**src/rtl/wcfrp_pkg.sv**
```systemverilog
// Package: shared types and constants for the write cache flush rate policy.
package wcfrp_pkg;

  localparam int unsigned SPEED_W   = 32;
  localparam int unsigned AVG_MIN   = 655;
  localparam logic [16:0] ONE_Q16   = 17'h10000;
  localparam int unsigned CFG_IDX_W = 3;
  localparam int unsigned CFG_DAT_W = 32;

  typedef enum logic [CFG_IDX_W-1:0] {
    REG_BUFFER_TIP   = 3'd0,
    REG_PAGE_TIP     = 3'd1,
    REG_FAST_COUNT   = 3'd2,
    REG_NORMAL_COUNT = 3'd3,
    REG_LOAD_MIN     = 3'd4,
    REG_LOAD_MAX     = 3'd5,
    REG_LOAD_LEVEL   = 3'd6,
    REG_DELAY_BASE   = 3'd7
  } reg_idx_t;

  typedef enum logic [1:0] {
    LM_NONE = 2'd0,
    LM_AGGR = 2'd1,
    LM_NORM = 2'd2
  } last_mode_t;

  typedef enum logic [1:0] {
    MODE_AGGR  = 2'd0,
    MODE_WAIT  = 2'd1,
    MODE_FLUSH = 2'd2
  } out_mode_t;

  typedef enum logic [3:0] {
    ST_IDLE,
    ST_DECIDE,
    ST_SPEED_DIV,
    ST_SCAN,
    ST_AVG_DIV,
    ST_RATIO_DIV,
    ST_LOAD,
    ST_DELAY_DIV,
    ST_FINISH,
    ST_OUT
  } state_t;

  typedef struct packed {
    logic capture;      // latch request, compute avail and branch
    logic decide;       // run the decision step, set mode
    logic div_start;    // launch the shared divider
    logic [1:0] div_sel; // 0 speed, 1 average, 2 ratio, 3 delay
    logic div_take;     // latch quotient into the matching register
    logic avg_take;     // latch the average quotient
    logic scan_step;    // one table entry per cycle
    logic scan_clear;
    logic load_calc;
  } cmd_t;

  typedef struct packed {
    logic aggr;       // request takes aggressive path
    logic need_guess; // consecutive aggressive with valid time
    logic div_busy;
    logic scan_done;
    logic avg_zero;   // fewer than two entries, or average is zero
    logic need_delay; // load above level and below one
  } sts_t;

endpackage

```
**src/rtl/wcfrp_if.sv**
```systemverilog
// Interfaces: valid/ready channels for requests and results.
interface wcfrp_req_if (input logic clk);
  logic        valid;
  logic        ready;
  logic [31:0] pool_size;
  logic [31:0] pool_free;
  logic [31:0] pool_used;
  logic [31:0] released_pages;
  logic [15:0] blocks_occupied;
  logic [31:0] now_seconds;
  logic [62:0] read_total;
  modport source (output valid, pool_size, pool_free, pool_used, released_pages,
                  blocks_occupied, now_seconds, read_total, input ready);
  modport sink (input valid, pool_size, pool_free, pool_used, released_pages,
                blocks_occupied, now_seconds, read_total, output ready);
endinterface

interface wcfrp_res_if (input logic clk);
  logic        valid;
  logic        ready;
  logic [15:0] flush_blocks;
  logic [15:0] delay_units;
  logic [1:0]  mode;
  modport source (output valid, flush_blocks, delay_units, mode, input ready);
  modport sink (input valid, flush_blocks, delay_units, mode, output ready);
endinterface

```
**src/rtl/wcfrp_div.sv**
```systemverilog
// Shared restoring divider, one quotient bit per cycle.
module wcfrp_div (
  input  logic        clk,
  input  logic        rst,
  input  logic        start,
  input  logic [47:0] dividend,
  input  logic [32:0] divisor,
  output logic        busy,
  output logic [47:0] quotient
);
  logic [5:0]  cnt;
  logic [47:0] q;
  logic [32:0] rem;
  logic [33:0] trial;

  assign trial    = {rem, q[47]} - {1'b0, divisor};
  assign quotient = q;

  always_ff @(posedge clk) begin
    if (rst) begin
      busy <= 1'b0;
      cnt  <= '0;
    end else if (start) begin
      busy <= 1'b1;
      cnt  <= 6'd48;
    end else if (busy) begin
      cnt <= cnt - 6'd1;
      if (cnt == 6'd1) busy <= 1'b0;
    end
  end

  always_ff @(posedge clk) begin
    if (start) begin
      q   <= dividend;
      rem <= '0;
    end else if (busy) begin
      if (!trial[33]) begin
        rem <= trial[32:0];
        q   <= {q[46:0], 1'b1};
      end else begin
        rem <= {rem[31:0], q[47]};
        q   <= {q[46:0], 1'b0};
      end
    end
  end
endmodule

```
**src/rtl/wcfrp_ctrl.sv**
```systemverilog
// Controller: sequences one decision through the datapath.
module wcfrp_ctrl (
  input  logic           clk,
  input  logic           rst,
  input  logic           in_valid,
  output logic           in_ready,
  output logic           out_valid,
  input  logic           out_ready,
  input  wcfrp_pkg::sts_t sts,
  output wcfrp_pkg::cmd_t cmd
);
  import wcfrp_pkg::*;

  state_t state, state_next;

  always_ff @(posedge clk) begin
    if (rst) state <= ST_IDLE;
    else     state <= state_next;
  end

  always_comb begin
    state_next = state;
    case (state)
      ST_IDLE:      if (in_valid) state_next = ST_DECIDE;
      ST_DECIDE:    state_next = (sts.aggr && sts.need_guess) ? ST_SPEED_DIV : ST_FINISH;
      ST_SPEED_DIV: if (!sts.div_busy) state_next = ST_SCAN;
      ST_SCAN:      if (sts.scan_done) state_next = ST_AVG_DIV;
      ST_AVG_DIV:   if (!sts.div_busy) state_next = sts.avg_zero ? ST_LOAD : ST_RATIO_DIV;
      ST_RATIO_DIV: if (!sts.div_busy) state_next = ST_LOAD;
      ST_LOAD:      state_next = sts.need_delay ? ST_DELAY_DIV : ST_FINISH;
      ST_DELAY_DIV: if (!sts.div_busy) state_next = ST_FINISH;
      ST_FINISH:    state_next = ST_OUT;
      ST_OUT:       if (out_ready) state_next = ST_IDLE;
      default:      state_next = ST_IDLE;
    endcase
  end

  // Divider stages: the preceding state launches, the cycle the unit goes idle takes.
  always_comb begin
    cmd = '0;
    in_ready  = (state == ST_IDLE);
    out_valid = (state == ST_OUT);
    case (state)
      ST_IDLE: begin
        cmd.capture = in_valid;
      end
      ST_DECIDE: begin
        cmd.decide = 1'b1;
        if (sts.aggr && sts.need_guess) begin
          cmd.div_start  = 1'b1;
          cmd.div_sel    = 2'd0;
        end
      end
      ST_SPEED_DIV: begin
        cmd.div_sel = 2'd0;
        if (!sts.div_busy) begin
          cmd.div_take   = 1'b1;
          cmd.scan_clear = 1'b1;
        end
      end
      ST_SCAN: begin
        cmd.scan_step = 1'b1;
        if (sts.scan_done) begin
          cmd.div_start = 1'b1;
          cmd.div_sel   = 2'd1;
        end
      end
      ST_AVG_DIV: begin
        cmd.div_sel = 2'd1;
        if (!sts.div_busy) begin
          cmd.avg_take = 1'b1;
          if (!sts.avg_zero) begin
            cmd.div_start = 1'b1;
            cmd.div_sel   = 2'd2;
          end
        end
      end
      ST_RATIO_DIV: begin
        cmd.div_sel = 2'd2;
        if (!sts.div_busy) cmd.div_take = 1'b1;
      end
      ST_LOAD: begin
        cmd.load_calc = 1'b1;
        if (sts.need_delay) begin
          cmd.div_start = 1'b1;
          cmd.div_sel   = 2'd3;
        end
      end
      ST_DELAY_DIV: begin
        cmd.div_sel = 2'd3;
        if (!sts.div_busy) cmd.div_take = 1'b1;
      end
      default: ;
    endcase
  end
endmodule

```
**src/rtl/wcfrp_dp.sv**
```systemverilog
// Datapath: policy state, top-speed table, load and delay arithmetic.
module wcfrp_dp #(
  parameter int unsigned HISTORY_DEPTH  = 10,
  parameter int unsigned IDLE_CYCLE_MAX = 10
) (
  input  logic            clk,
  input  logic            rst,
  input  logic            cfg_we,
  input  logic [wcfrp_pkg::CFG_IDX_W-1:0] cfg_idx,
  input  logic [wcfrp_pkg::CFG_DAT_W-1:0] cfg_data,
  input  logic [31:0]     pool_size,
  input  logic [31:0]     pool_free,
  input  logic [31:0]     pool_used,
  input  logic [31:0]     released_pages,
  input  logic [15:0]     blocks_occupied,
  input  logic [31:0]     now_seconds,
  input  logic [62:0]     read_total,
  input  wcfrp_pkg::cmd_t cmd,
  output wcfrp_pkg::sts_t sts,
  output logic [15:0]     flush_blocks,
  output logic [15:0]     delay_units,
  output logic [1:0]      mode
);
  import wcfrp_pkg::*;

  localparam int unsigned HW = $clog2(HISTORY_DEPTH);
  localparam int unsigned CW = $clog2(HISTORY_DEPTH + 1);
  localparam int unsigned SW = SPEED_W + CW;

  // configuration
  logic [15:0] buffer_tip, fast_count, normal_count, delay_base;
  logic [31:0] page_tip;
  logic [16:0] load_min, load_max, load_level;

  always_ff @(posedge clk) begin
    if (rst) begin
      buffer_tip   <= 16'hFFFF;
      page_tip     <= '0;
      fast_count   <= 16'd128;
      normal_count <= 16'd1;
      load_min     <= '0;
      load_max     <= ONE_Q16;
      load_level   <= ONE_Q16;
      delay_base   <= '0;
    end else if (cfg_we) begin
      case (reg_idx_t'(cfg_idx))
        REG_BUFFER_TIP:   buffer_tip   <= cfg_data[15:0];
        REG_PAGE_TIP:     page_tip     <= cfg_data;
        REG_FAST_COUNT:   fast_count   <= cfg_data[15:0];
        REG_NORMAL_COUNT: normal_count <= cfg_data[15:0];
        REG_LOAD_MIN:     load_min     <= cfg_data[16:0];
        REG_LOAD_MAX:     load_max     <= cfg_data[16:0];
        REG_LOAD_LEVEL:   load_level   <= cfg_data[16:0];
        REG_DELAY_BASE:   delay_base   <= cfg_data[15:0];
        default: ;
      endcase
    end
  end

  // request capture
  logic [31:0] avail, now_r;
  logic [62:0] rd_r;
  logic        aggr_r;
  logic [31:0] avail_c;
  assign avail_c = pool_free + pool_size - pool_used + released_pages;

  always_ff @(posedge clk) begin
    if (cmd.capture) begin
      avail  <= avail_c;
      now_r  <= now_seconds;
      rd_r   <= read_total;
      aggr_r <= (blocks_occupied > buffer_tip) || (avail_c < page_tip);
    end
  end

  // policy state
  last_mode_t  last_mode;
  logic        sub_steady;
  logic [3:0]  cycle_len, idle_count;
  logic [15:0] burst;
  logic [31:0] last_time, last_avail;
  logic        time_valid;
  logic [62:0] last_rd;

  // decision step (normal path fully combinational on narrow values)
  logic        n_sub;
  logic [3:0]  n_len, n_idle;
  logic [15:0] n_burst;
  logic        go;
  logic [31:0] elapsed_now;
  assign elapsed_now = now_r - last_time;

  always_comb begin
    n_sub   = sub_steady;
    n_len   = cycle_len;
    n_idle  = idle_count;
    n_burst = burst;
    go      = 1'b1;
    if (last_mode == LM_AGGR) begin
      n_len   = '0;
      n_burst = fast_count;
      n_sub   = 1'b0;
    end else if (sub_steady) begin
      n_len = 4'(IDLE_CYCLE_MAX);
    end
    if (n_idle < n_len) begin
      n_idle = n_idle + 4'd1;
      go = (n_idle >= (n_len >> 1)) && (elapsed_now >= {28'd0, n_len});
    end
    if (go) begin
      if (!n_sub) begin
        if (n_burst > normal_count && avail > last_avail) begin
          n_burst = n_burst >> 1;
          if (n_burst == normal_count) n_sub = 1'b1;
          if (n_len < 4'(IDLE_CYCLE_MAX)) n_len = n_len + 4'd1;
        end
      end else begin
        n_burst = (rd_r > last_rd) ? normal_count : fast_count;
      end
      n_idle = '0;
    end
  end

  always_ff @(posedge clk) begin
    if (rst) begin
      last_mode  <= LM_NONE;
      sub_steady <= 1'b1;
      cycle_len  <= '0;
      idle_count <= '0;
      burst      <= '0;
      last_time  <= '0;
      time_valid <= 1'b0;
      last_avail <= '0;
      last_rd    <= '0;
    end else if (cmd.decide) begin
      if (aggr_r) begin
        burst      <= fast_count;
        idle_count <= '0;
        last_mode  <= LM_AGGR;
        last_time  <= now_r;
        time_valid <= 1'b1;
        last_avail <= avail;
      end else begin
        last_mode  <= LM_NORM;
        sub_steady <= n_sub;
        cycle_len  <= n_len;
        idle_count <= n_idle;
        burst      <= n_burst;
        if (go) begin
          if (sub_steady && last_mode != LM_AGGR) last_rd <= rd_r;
          last_time  <= now_r;
          time_valid <= 1'b1;
          last_avail <= avail;
        end
      end
    end
  end

  always_ff @(posedge clk) begin
    if (cmd.decide) begin
      mode    <= aggr_r ? MODE_AGGR : (go ? MODE_FLUSH : MODE_WAIT);
      flush_blocks <= aggr_r ? fast_count : (go ? n_burst : 16'd0);
    end
  end

  // shared divider
  logic [47:0] div_a, div_q;
  logic [32:0] div_b;
  logic        div_busy;
  logic [31:0] elapsed_r;   // elapsed at decision time, latched before last_time moves
  logic [31:0] speed, avg;
  logic        avg_ok;
  logic [16:0] ratio, load;
  logic [SW-1:0] sum;
  logic [CW-1:0] cnt;
  logic [HW:0]   scan_i;
  logic [31:0] top [HISTORY_DEPTH];
  logic [HW-1:0] min_i;

  always_ff @(posedge clk) begin
    if (cmd.capture) elapsed_r <= (now_seconds - last_time == 32'd0) ? 32'd1
                                  : now_seconds - last_time;
  end

  always_comb begin
    case (cmd.div_sel)
      2'd0:    begin div_a = {16'd0, fast_count, 16'd0}; div_b = {1'b0, elapsed_r}; end
      2'd1:    begin div_a = {{(48-SW){1'b0}}, sum};
                     div_b = {{(33-CW){1'b0}}, cnt}; end
      2'd2:    begin div_a = {speed, 16'd0};      div_b = {1'b0, avg}; end
      default: begin div_a = {16'd0, delay_base, 16'd0};
                     div_b = {16'd0, ONE_Q16 - load}; end
    endcase
  end

  wcfrp_div u_div (
    .clk(clk), .rst(rst), .start(cmd.div_start), .dividend(div_a),
    .divisor(div_b), .busy(div_busy), .quotient(div_q)
  );

  // speed is fast_count<<16 / elapsed; only low 32 bits kept
  // table: scan finds the minimum before the new speed is placed
  logic speed_in;
  always_ff @(posedge clk) begin
    if (rst) begin
      for (int k = 0; k < HISTORY_DEPTH; k++) top[k] <= '0;
    end else if (cmd.scan_step && scan_i == (HW+1)'(HISTORY_DEPTH) && speed_in) begin
      top[min_i] <= speed;
    end
  end

  // Two passes: entries 0..D-1 find min, then index D applies insert, then
  // a second pass sums the entries 0..D-1 that exceed AVG_MIN, read from the
  // updated table, into sum and cnt.
  logic [HW:0]   pass2_i;
  logic          pass2;
  logic [31:0]   ent;
  logic          scan_done_r;
  assign speed_in = speed > top[min_i];
  assign ent = top[pass2_i[HW-1:0]];

  always_ff @(posedge clk) begin
    if (cmd.scan_clear) begin
      scan_i <= (HW+1)'(1);
      min_i  <= '0;
      pass2  <= 1'b0;
      pass2_i <= '0;
      sum    <= '0;
      cnt    <= '0;
      scan_done_r <= 1'b0;
    end else if (cmd.scan_step) begin
      if (!pass2) begin
        if (scan_i < (HW+1)'(HISTORY_DEPTH)) begin
          if (top[scan_i[HW-1:0]] < top[min_i]) min_i <= scan_i[HW-1:0];
          scan_i <= scan_i + (HW+1)'(1);
        end else begin
          pass2 <= 1'b1;
        end
      end else if (pass2_i < (HW+1)'(HISTORY_DEPTH)) begin
        if (ent > 32'(AVG_MIN)) begin
          sum <= sum + {{CW{1'b0}}, ent};
          cnt <= cnt + CW'(1);
        end
        pass2_i <= pass2_i + (HW+1)'(1);
        if (pass2_i == (HW+1)'(HISTORY_DEPTH - 1)) scan_done_r <= 1'b1;
      end
    end
  end
  assign sts.scan_done = scan_done_r && cmd.scan_step;

  always_ff @(posedge clk) begin
    if (cmd.div_take) begin
      case (cmd.div_sel)
        2'd0: speed <= div_q[31:0];
        2'd2: ratio <= (div_q > 48'(ONE_Q16)) ? ONE_Q16 : div_q[16:0];
        2'd3: delay_units <= (div_q > 48'd65535) ? 16'hFFFF : div_q[15:0];
        default: ;
      endcase
    end
    if (cmd.avg_take) begin
      avg    <= (cnt < CW'(2)) ? 32'd0 : div_q[31:0];
      avg_ok <= !sts.avg_zero;
    end
    if (cmd.decide) delay_units <= '0;
    if (cmd.load_calc && !sts.need_delay && load > load_level)
      delay_units <= (delay_base != 16'd0) ? 16'hFFFF : 16'd0;
  end

  logic [16:0] raw_load;
  assign sts.avg_zero = (cnt < CW'(2)) || (div_q[31:0] == 32'd0);
  assign raw_load = ONE_Q16 - ratio;
  always_comb begin
    if (!avg_ok)               load = load_min;
    else if (raw_load < load_min) load = load_min;
    else if (raw_load > load_max) load = load_max;
    else                       load = raw_load;
  end

  assign sts.aggr       = aggr_r;
  assign sts.need_guess = (last_mode == LM_AGGR) && time_valid;
  assign sts.div_busy   = div_busy;
  assign sts.need_delay = (load > load_level) && (load < ONE_Q16);
endmodule

```
**src/rtl/write_cache_flush_rate_policy.sv**
```systemverilog
// Top level: write cache flush rate policy decision block.
//
//  channel | dir | handshake     | payload
//  req     | in  | valid/ready   | pool counts, blocks_occupied, now_seconds, read_total
//  res     | out | valid/ready   | flush_blocks, delay_units, mode
//  cfg     | in  | cfg_we only   | cfg_idx, cfg_data
//
// One request at a time. Normal path: capture, decide and finish states, then
// output wait. Aggressive path after aggressive: the shared 48-step divider
// computes speed, then the table scan, then average, ratio and delay divides.
// Synchronous active-high reset restores register defaults and clears table.
// The result is held until taken; no new request is accepted meanwhile.
module write_cache_flush_rate_policy #(
  parameter int unsigned HISTORY_DEPTH  = 10,
  parameter int unsigned IDLE_CYCLE_MAX = 10
) (
  input logic clk,
  input logic rst,
  input logic cfg_we,
  input logic [wcfrp_pkg::CFG_IDX_W-1:0] cfg_idx,
  input logic [wcfrp_pkg::CFG_DAT_W-1:0] cfg_data,
  wcfrp_req_if.sink   req,
  wcfrp_res_if.source res
);
  import wcfrp_pkg::*;

  cmd_t cmd;
  sts_t sts;

  wcfrp_ctrl u_ctrl (
    .clk(clk), .rst(rst), .in_valid(req.valid), .in_ready(req.ready),
    .out_valid(res.valid), .out_ready(res.ready), .sts(sts), .cmd(cmd)
  );

  wcfrp_dp #(.HISTORY_DEPTH(HISTORY_DEPTH), .IDLE_CYCLE_MAX(IDLE_CYCLE_MAX)) u_dp (
    .clk(clk), .rst(rst), .cfg_we(cfg_we), .cfg_idx(cfg_idx), .cfg_data(cfg_data),
    .pool_size(req.pool_size), .pool_free(req.pool_free), .pool_used(req.pool_used),
    .released_pages(req.released_pages), .blocks_occupied(req.blocks_occupied),
    .now_seconds(req.now_seconds), .read_total(req.read_total),
    .cmd(cmd), .sts(sts), .flush_blocks(res.flush_blocks),
    .delay_units(res.delay_units), .mode(res.mode)
  );

`ifndef SYNTHESIS
  a_no_accept_busy: assert property (@(posedge clk) disable iff (rst)
    res.valid |-> !req.ready) else $error("request taken while result pending");
  a_wait_no_blocks: assert property (@(posedge clk) disable iff (rst)
    (res.valid && res.mode == MODE_WAIT) |-> (res.flush_blocks == 16'd0))
    else $error("wait mode with nonzero burst");
  a_normal_no_delay: assert property (@(posedge clk) disable iff (rst)
    (res.valid && res.mode != MODE_AGGR) |-> (res.delay_units == 16'd0))
    else $error("delay in normal mode");
`endif
endmodule
```
**src/flat_wrapper.sv**
```systemverilog
// flat-port wrapper written by rule: the top's interface ports become plain ports
module write_cache_flush_rate_policy_flat import wcfrp_pkg::*;
#(
  parameter int unsigned HISTORY_DEPTH  = 10,
  parameter int unsigned IDLE_CYCLE_MAX = 10
)
  (clk, rst, cfg_we, cfg_idx, cfg_data, req_valid, req_pool_size, req_pool_free, req_pool_used, req_released_pages, req_blocks_occupied, req_now_seconds, req_read_total, req_ready, res_valid, res_flush_blocks, res_delay_units, res_mode, res_ready);
  wcfrp_req_if req_i (.clk(clk));
  wcfrp_res_if res_i (.clk(clk));
  input logic clk;
  input logic rst;
  input logic cfg_we;
  input logic [wcfrp_pkg::CFG_IDX_W-1:0] cfg_idx;
  input logic [wcfrp_pkg::CFG_DAT_W-1:0] cfg_data;
  input wire logic [$bits(req_i.valid)-1:0] req_valid;
  input wire logic [$bits(req_i.pool_size)-1:0] req_pool_size;
  input wire logic [$bits(req_i.pool_free)-1:0] req_pool_free;
  input wire logic [$bits(req_i.pool_used)-1:0] req_pool_used;
  input wire logic [$bits(req_i.released_pages)-1:0] req_released_pages;
  input wire logic [$bits(req_i.blocks_occupied)-1:0] req_blocks_occupied;
  input wire logic [$bits(req_i.now_seconds)-1:0] req_now_seconds;
  input wire logic [$bits(req_i.read_total)-1:0] req_read_total;
  output wire logic [$bits(req_i.ready)-1:0] req_ready;
  output wire logic [$bits(res_i.valid)-1:0] res_valid;
  output wire logic [$bits(res_i.flush_blocks)-1:0] res_flush_blocks;
  output wire logic [$bits(res_i.delay_units)-1:0] res_delay_units;
  output wire logic [$bits(res_i.mode)-1:0] res_mode;
  input wire logic [$bits(res_i.ready)-1:0] res_ready;
  assign req_i.valid = req_valid;
  assign req_i.pool_size = req_pool_size;
  assign req_i.pool_free = req_pool_free;
  assign req_i.pool_used = req_pool_used;
  assign req_i.released_pages = req_released_pages;
  assign req_i.blocks_occupied = req_blocks_occupied;
  assign req_i.now_seconds = req_now_seconds;
  assign req_i.read_total = req_read_total;
  assign req_ready = req_i.ready;
  assign res_valid = res_i.valid;
  assign res_flush_blocks = res_i.flush_blocks;
  assign res_delay_units = res_i.delay_units;
  assign res_mode = res_i.mode;
  assign res_i.ready = res_ready;
  write_cache_flush_rate_policy #(.HISTORY_DEPTH(HISTORY_DEPTH), .IDLE_CYCLE_MAX(IDLE_CYCLE_MAX)) u_core (.clk(clk), .rst(rst), .cfg_we(cfg_we), .cfg_idx(cfg_idx), .cfg_data(cfg_data), .req(req_i), .res(res_i));
endmodule
```
**config.mk**
```make
export PLATFORM = sky130hd
export DESIGN_NAME = write_cache_flush_rate_policy_flat
export DESIGN_NICKNAME = d
export VERILOG_FILES = /design/src/rtl/wcfrp_pkg.sv /design/src/rtl/wcfrp_if.sv /design/src/rtl/wcfrp_div.sv /design/src/rtl/wcfrp_ctrl.sv /design/src/rtl/wcfrp_dp.sv /design/src/rtl/write_cache_flush_rate_policy.sv /design/src/flat_wrapper.sv
export SDC_FILE = /design/constraint.sdc
export NUM_CORES = 2
export LEC_CHECK = 0
export BUFFER_PORTS_ARGS = -buffer_cell sky130_fd_sc_hd__buf_2
export CAP_MARGIN = 0
export CORE_MARGIN = 2
export CORE_UTILIZATION = 45
export DETAILED_ROUTE_END_ITERATION = 8
export GPL_TIMING_DRIVEN = 0
export SLEW_MARGIN = 20
export SYNTH_ARGS = -nofsm -noshare
export SYNTH_HDL_FRONTEND = slang
export SYNTH_SLANG_ARGS = --single-unit
```
**constraint.sdc**
```tcl
create_clock -name clk -period 10.02 [get_ports clk]
set_clock_uncertainty 0.15 [all_clocks]
set_input_delay 2.004 -clock clk [delete_from_list [all_inputs] [get_ports clk]]
set_output_delay 2.004 -clock clk [all_outputs]
set_load 0.01 [all_outputs]
```
==> summary.md <==
| Metric | Value |
|---|---|
| Initial drt markers | 7,009 |
| Total gr overflow | 0 |
| Syn_nets | 7,511 |
| Placement row count | 150 |
| Peak supply drop | 188 uV |
| Met3 routed WL | 25,600 um |
| Detail Route Antenna Nets | 0 |
| Vias per inst | 6.17 |
| Leak Pwr | 0.0313 uW |
| Seq/Total Area, Yosys | 0.443 |
| TritonCTS Sinks | roughly 1,300 |
| Status | finished clean |
| Vias in the first global route | just under 60,000 |
| Setup tns final | 0 ns |
| Top FF cell, synth | edfxtp_1 |
| Fmax | 0.103 GHz |
| Root buf cell | clkbuf_16 |
| Int Pwr | between 10,000 and 15,000 uW |
| Worst setup SP type | flop |
| Synth async-reset ratio | 0 |
| DR top layer | met5 |
| Crit-path max FO | 10 |
| Metal2 WL | 121,000 um |
| CP dominant cell by count | nand2_1 |
| Area of the core | 167,000 sq um |
| Setup CP Type | flop to flop |
| TritonCTS buffer count | 143 |
| Switch Pwr | between 4000 and 5000 uW |
| Most area-consuming cells after synthesis | edfxtp_1 33%, mux4_2 14%, dfxtp_1 11% |
| Port Buffer Count | a little under 300 |
| Synth cell count leaders | 836 x edfxtp_1, 620 x nand2_1, 532 x a21oi_1 |
| First-pass iteration count of the detailed router | 6 |
| Hpwl dp | 192,000 um |
| Placed Cells incl. Taps | 9,259 |
| CP endpoint kind | flop |
| Period utilization | 0.970 |
| Share of cells above drive strength 1 | 0.182 |
| Met1 Wirelength | 98,000 um |
| Cell variety after synth | 101 |
| Syn avg cell area | 11.2 sq um |
| Layout Nets | roughly 8,000 |
| Post-synthesis cell type with the largest combined area | edfxtp_1 |
| Initial antenna violation count | 18 |
| Top Ports | 315 |
| Worst Tran Pin Value | 1.27 ns |
| GRT Overall Usage | 0.301 |
| Comb power frac | 0.256 |
| Top cell type's share of synthesized area | 0.333 |
| Number of synthesized flops with an enable pin | 836 |
| Max_cap viols | 0 |
| Clk pwr share | 0.352 |
| Final Hold Viols | 0 |
| Slew Limit Fails | 0 |
| Pwr Density | 181 nW/um^2 |
| Total Wirelength | 259,000 um |
| CP max stage delay | 0.61 ns |
| Die H | between 400 and 500 um |
| Yosys synthesis warning count | 0 |
| Relative slew slack | 0.150 |
| Synthesized area | 75,300 sq um |
| WP data arrival | 10.30 ns |
| Max Root-Sink Buffers | 3 |
| Worst path slowest cell | or4b_2 |
| Sw Share | 0.311 |
| Seq pwr share | 0.393 |
| Synthesized instance count | 6,716 |
| TritonCTS clock tree | done |
| Post-Layout Cell Count | 9,568 |
| Min Tclk post-route | 9.72 ns |
| Die Span X | 413 um |
| H-tree Lvls | 4 |
| Die area | 171,000 sq um |
| Flops & latches, synth | 1,250 |
| Largest net degree at the start of global routing | 49 |
| Worst-path clk slew | 0.06 ns |
| DRC | 0 |
| Worst skew pair latency | 0.84 ns |
| Final Setup Violations | 0 |
| Via count | 59,000 |
| Initial core utilization | 0.452 |
| WL per Instance | 27.1 um |
| Final GP Congestion | 0.938 |
| WP data required | 10.59 ns |
| Hold Path Class | flop to flop |
| Area Overhead vs Synth | 14.4% |
| Top-count cell post-synth | edfxtp_1 |
| First-pass GRT wire length | between 300,000 and 400,000 um |
==> flip-flops by register name (all words and copies together), names as in the netlist, 17 cells and up, named ones only <==
| signal | count |
|---|---|
| u_core.u_dp.now_r | 32 |
| u_core.u_dp.last_time | 32 |
| u_core.u_dp.load_level | 17 |
| u_core.u_dp.load_min | 17 |
| u_core.u_dp.ratio | 17 |
| u_core.u_dp.page_tip | 32 |
| u_core.u_dp.last_avail | 32 |
| u_core.u_dp.avail | 32 |
| u_core.u_dp.sum | 36 |
| u_core.u_dp.load_max | 17 |
| u_core.u_dp.elapsed_r | 32 |
| u_core.u_dp.rd_r | 63 |
| u_core.u_dp.top | 512 |
| u_core.u_dp.avg | 32 |
| u_core.u_dp.last_rd | 63 |
| u_core.u_dp.u_div.quotient | 48 |
| u_core.u_dp.u_div.rem | 33 |
| u_core.u_dp.speed | 32 |
==> per-stage QoR <==
stage | hold WS [ns] | cell area (sq um) | setup slack (ns) | total power (uW) | utilization
global route | 0.326 | 86100 | -0.0629 | 16300 | 0.517
floorplan | 0.279 | 75300 | 0.0235 | 8890 | -
global placement | 0.291 | 79500 | -4.23 | 9990 | 0.477
CTS | 0.306 | 85800 | 0.00919 | 15600 | 0.515
finish | 0.303 | 86200 | 0.296 | 15600 | 0.517
detailed placement | 0.298 | 80500 | -4.26 | 10100 | 0.483
==> per-layer routing <==
| layer | up-vias | global-route usage |
|---|---|---|
| li1 | 26000 | - |
| met1 | 29200 | 0.376 |
| met2 | 3086 | 0.490 |
| met3 | 727 | 0.0689 |
| met4 | 13 | 0.149 |
| met5 | - | 0 |
==> placed cells by master, fill, tap and decap left out, drive strengths merged, types with 19 or more instances in the layout <==
master	count
o22ai	24
clkbuf	493
a21o	147
o21bai	19
nor3	138
o221ai	36
a21oi	533
mux2	20
clkinv	48
or3	20
ha	450
a22o	30
dfxtp	414
xnor2	122
or2	20
o31ai	20
nor4	43
xor2	56
mux4	480
and3	24
buf	447
nor2b	88
fa	66
and2	227
nand2	620
edfxtp	836
o21a	50
a211oi	39
nand3	206
o211ai	40
a31oi	22
o21ai	282
mux2i	106
inv	531
nand2b	51
nand4	67
nor2	301
==> what timing repair did <==
action,CTS,global route
endpoints found under the hold margin,0,0
resized for setup,68,63
cloned,0,0
buffers inserted,18,15
setup endpoints to repair,82,34
pin swaps,15,17
hold buffers,0,0
==> layout make-up <==
type | instances | area, sq um
fillers | 14800 | 80500
multi-input cells | 4557 | 39000
flip-flops and latches | 1250 | 33400
clock buffers | 188 | 3970
well taps | 2204 | 2760
repair buffers | 372 | 2510
inverters | 527 | 1980
plain buffers | 380 | 1640
clock inverters | 75 | 886
diodes | 15 | 37.5
==> critical path: cells and delay by family, from the launching register on <==
kind,cells,cell delay (ns)
fa+ha+maj,3,0.97
flops,1,0.44
xor+xnor,1,0.19
compound gates,20,3.57
simple gates,15,3.33
buf+inv,6,0.98
==> logic make-up after synthesis <==
group / Yosys count / share of synthesized area
flip-flops: 1250 / 0.443
AND/OR/NAND/NOR: 1875 / 0.122
buffers and inverters: 909 / 0.0461
AO/OA/AOI/OAI: 1382 / 0.115
XOR/XNOR: 178 / 0.0207
multiplexers: 606 / 0.161
adder cells (fa/ha/maj): 516 / 0.0923
==> final timing paths <==
check                                         from                               endpoint  slack (ns)  cells after the start
max             u_core.u_dp.ratio[3]$_SDFFCE_PN0P_  u_core.u_dp.u_div.rem[0]$_SDFFE_PP0P_        0.30                     45
min          u_core.u_dp.page_tip[15]$_SDFFE_PP0P_  u_core.u_dp.page_tip[15]$_SDFFE_PP0P_        0.30                      2
max reg2reg     u_core.u_dp.ratio[3]$_SDFFCE_PN0P_  u_core.u_dp.u_div.rem[0]$_SDFFE_PP0P_        0.30                     45
min reg2reg  u_core.u_dp.page_tip[15]$_SDFFE_PP0P_  u_core.u_dp.page_tip[15]$_SDFFE_PP0P_        0.30                      2
==> power groups by stage <==
stage	clock, uW	combinational [uW]	sequential, uW
after floorplan	0	2730	6160
after global routing	5720	4410	6150
after global placement	0	3760	6230
after CTS	5540	3930	6110
final	5480	3990	6120
after detailed placement	0	3840	6210
(Power assumes the default switching activity.)
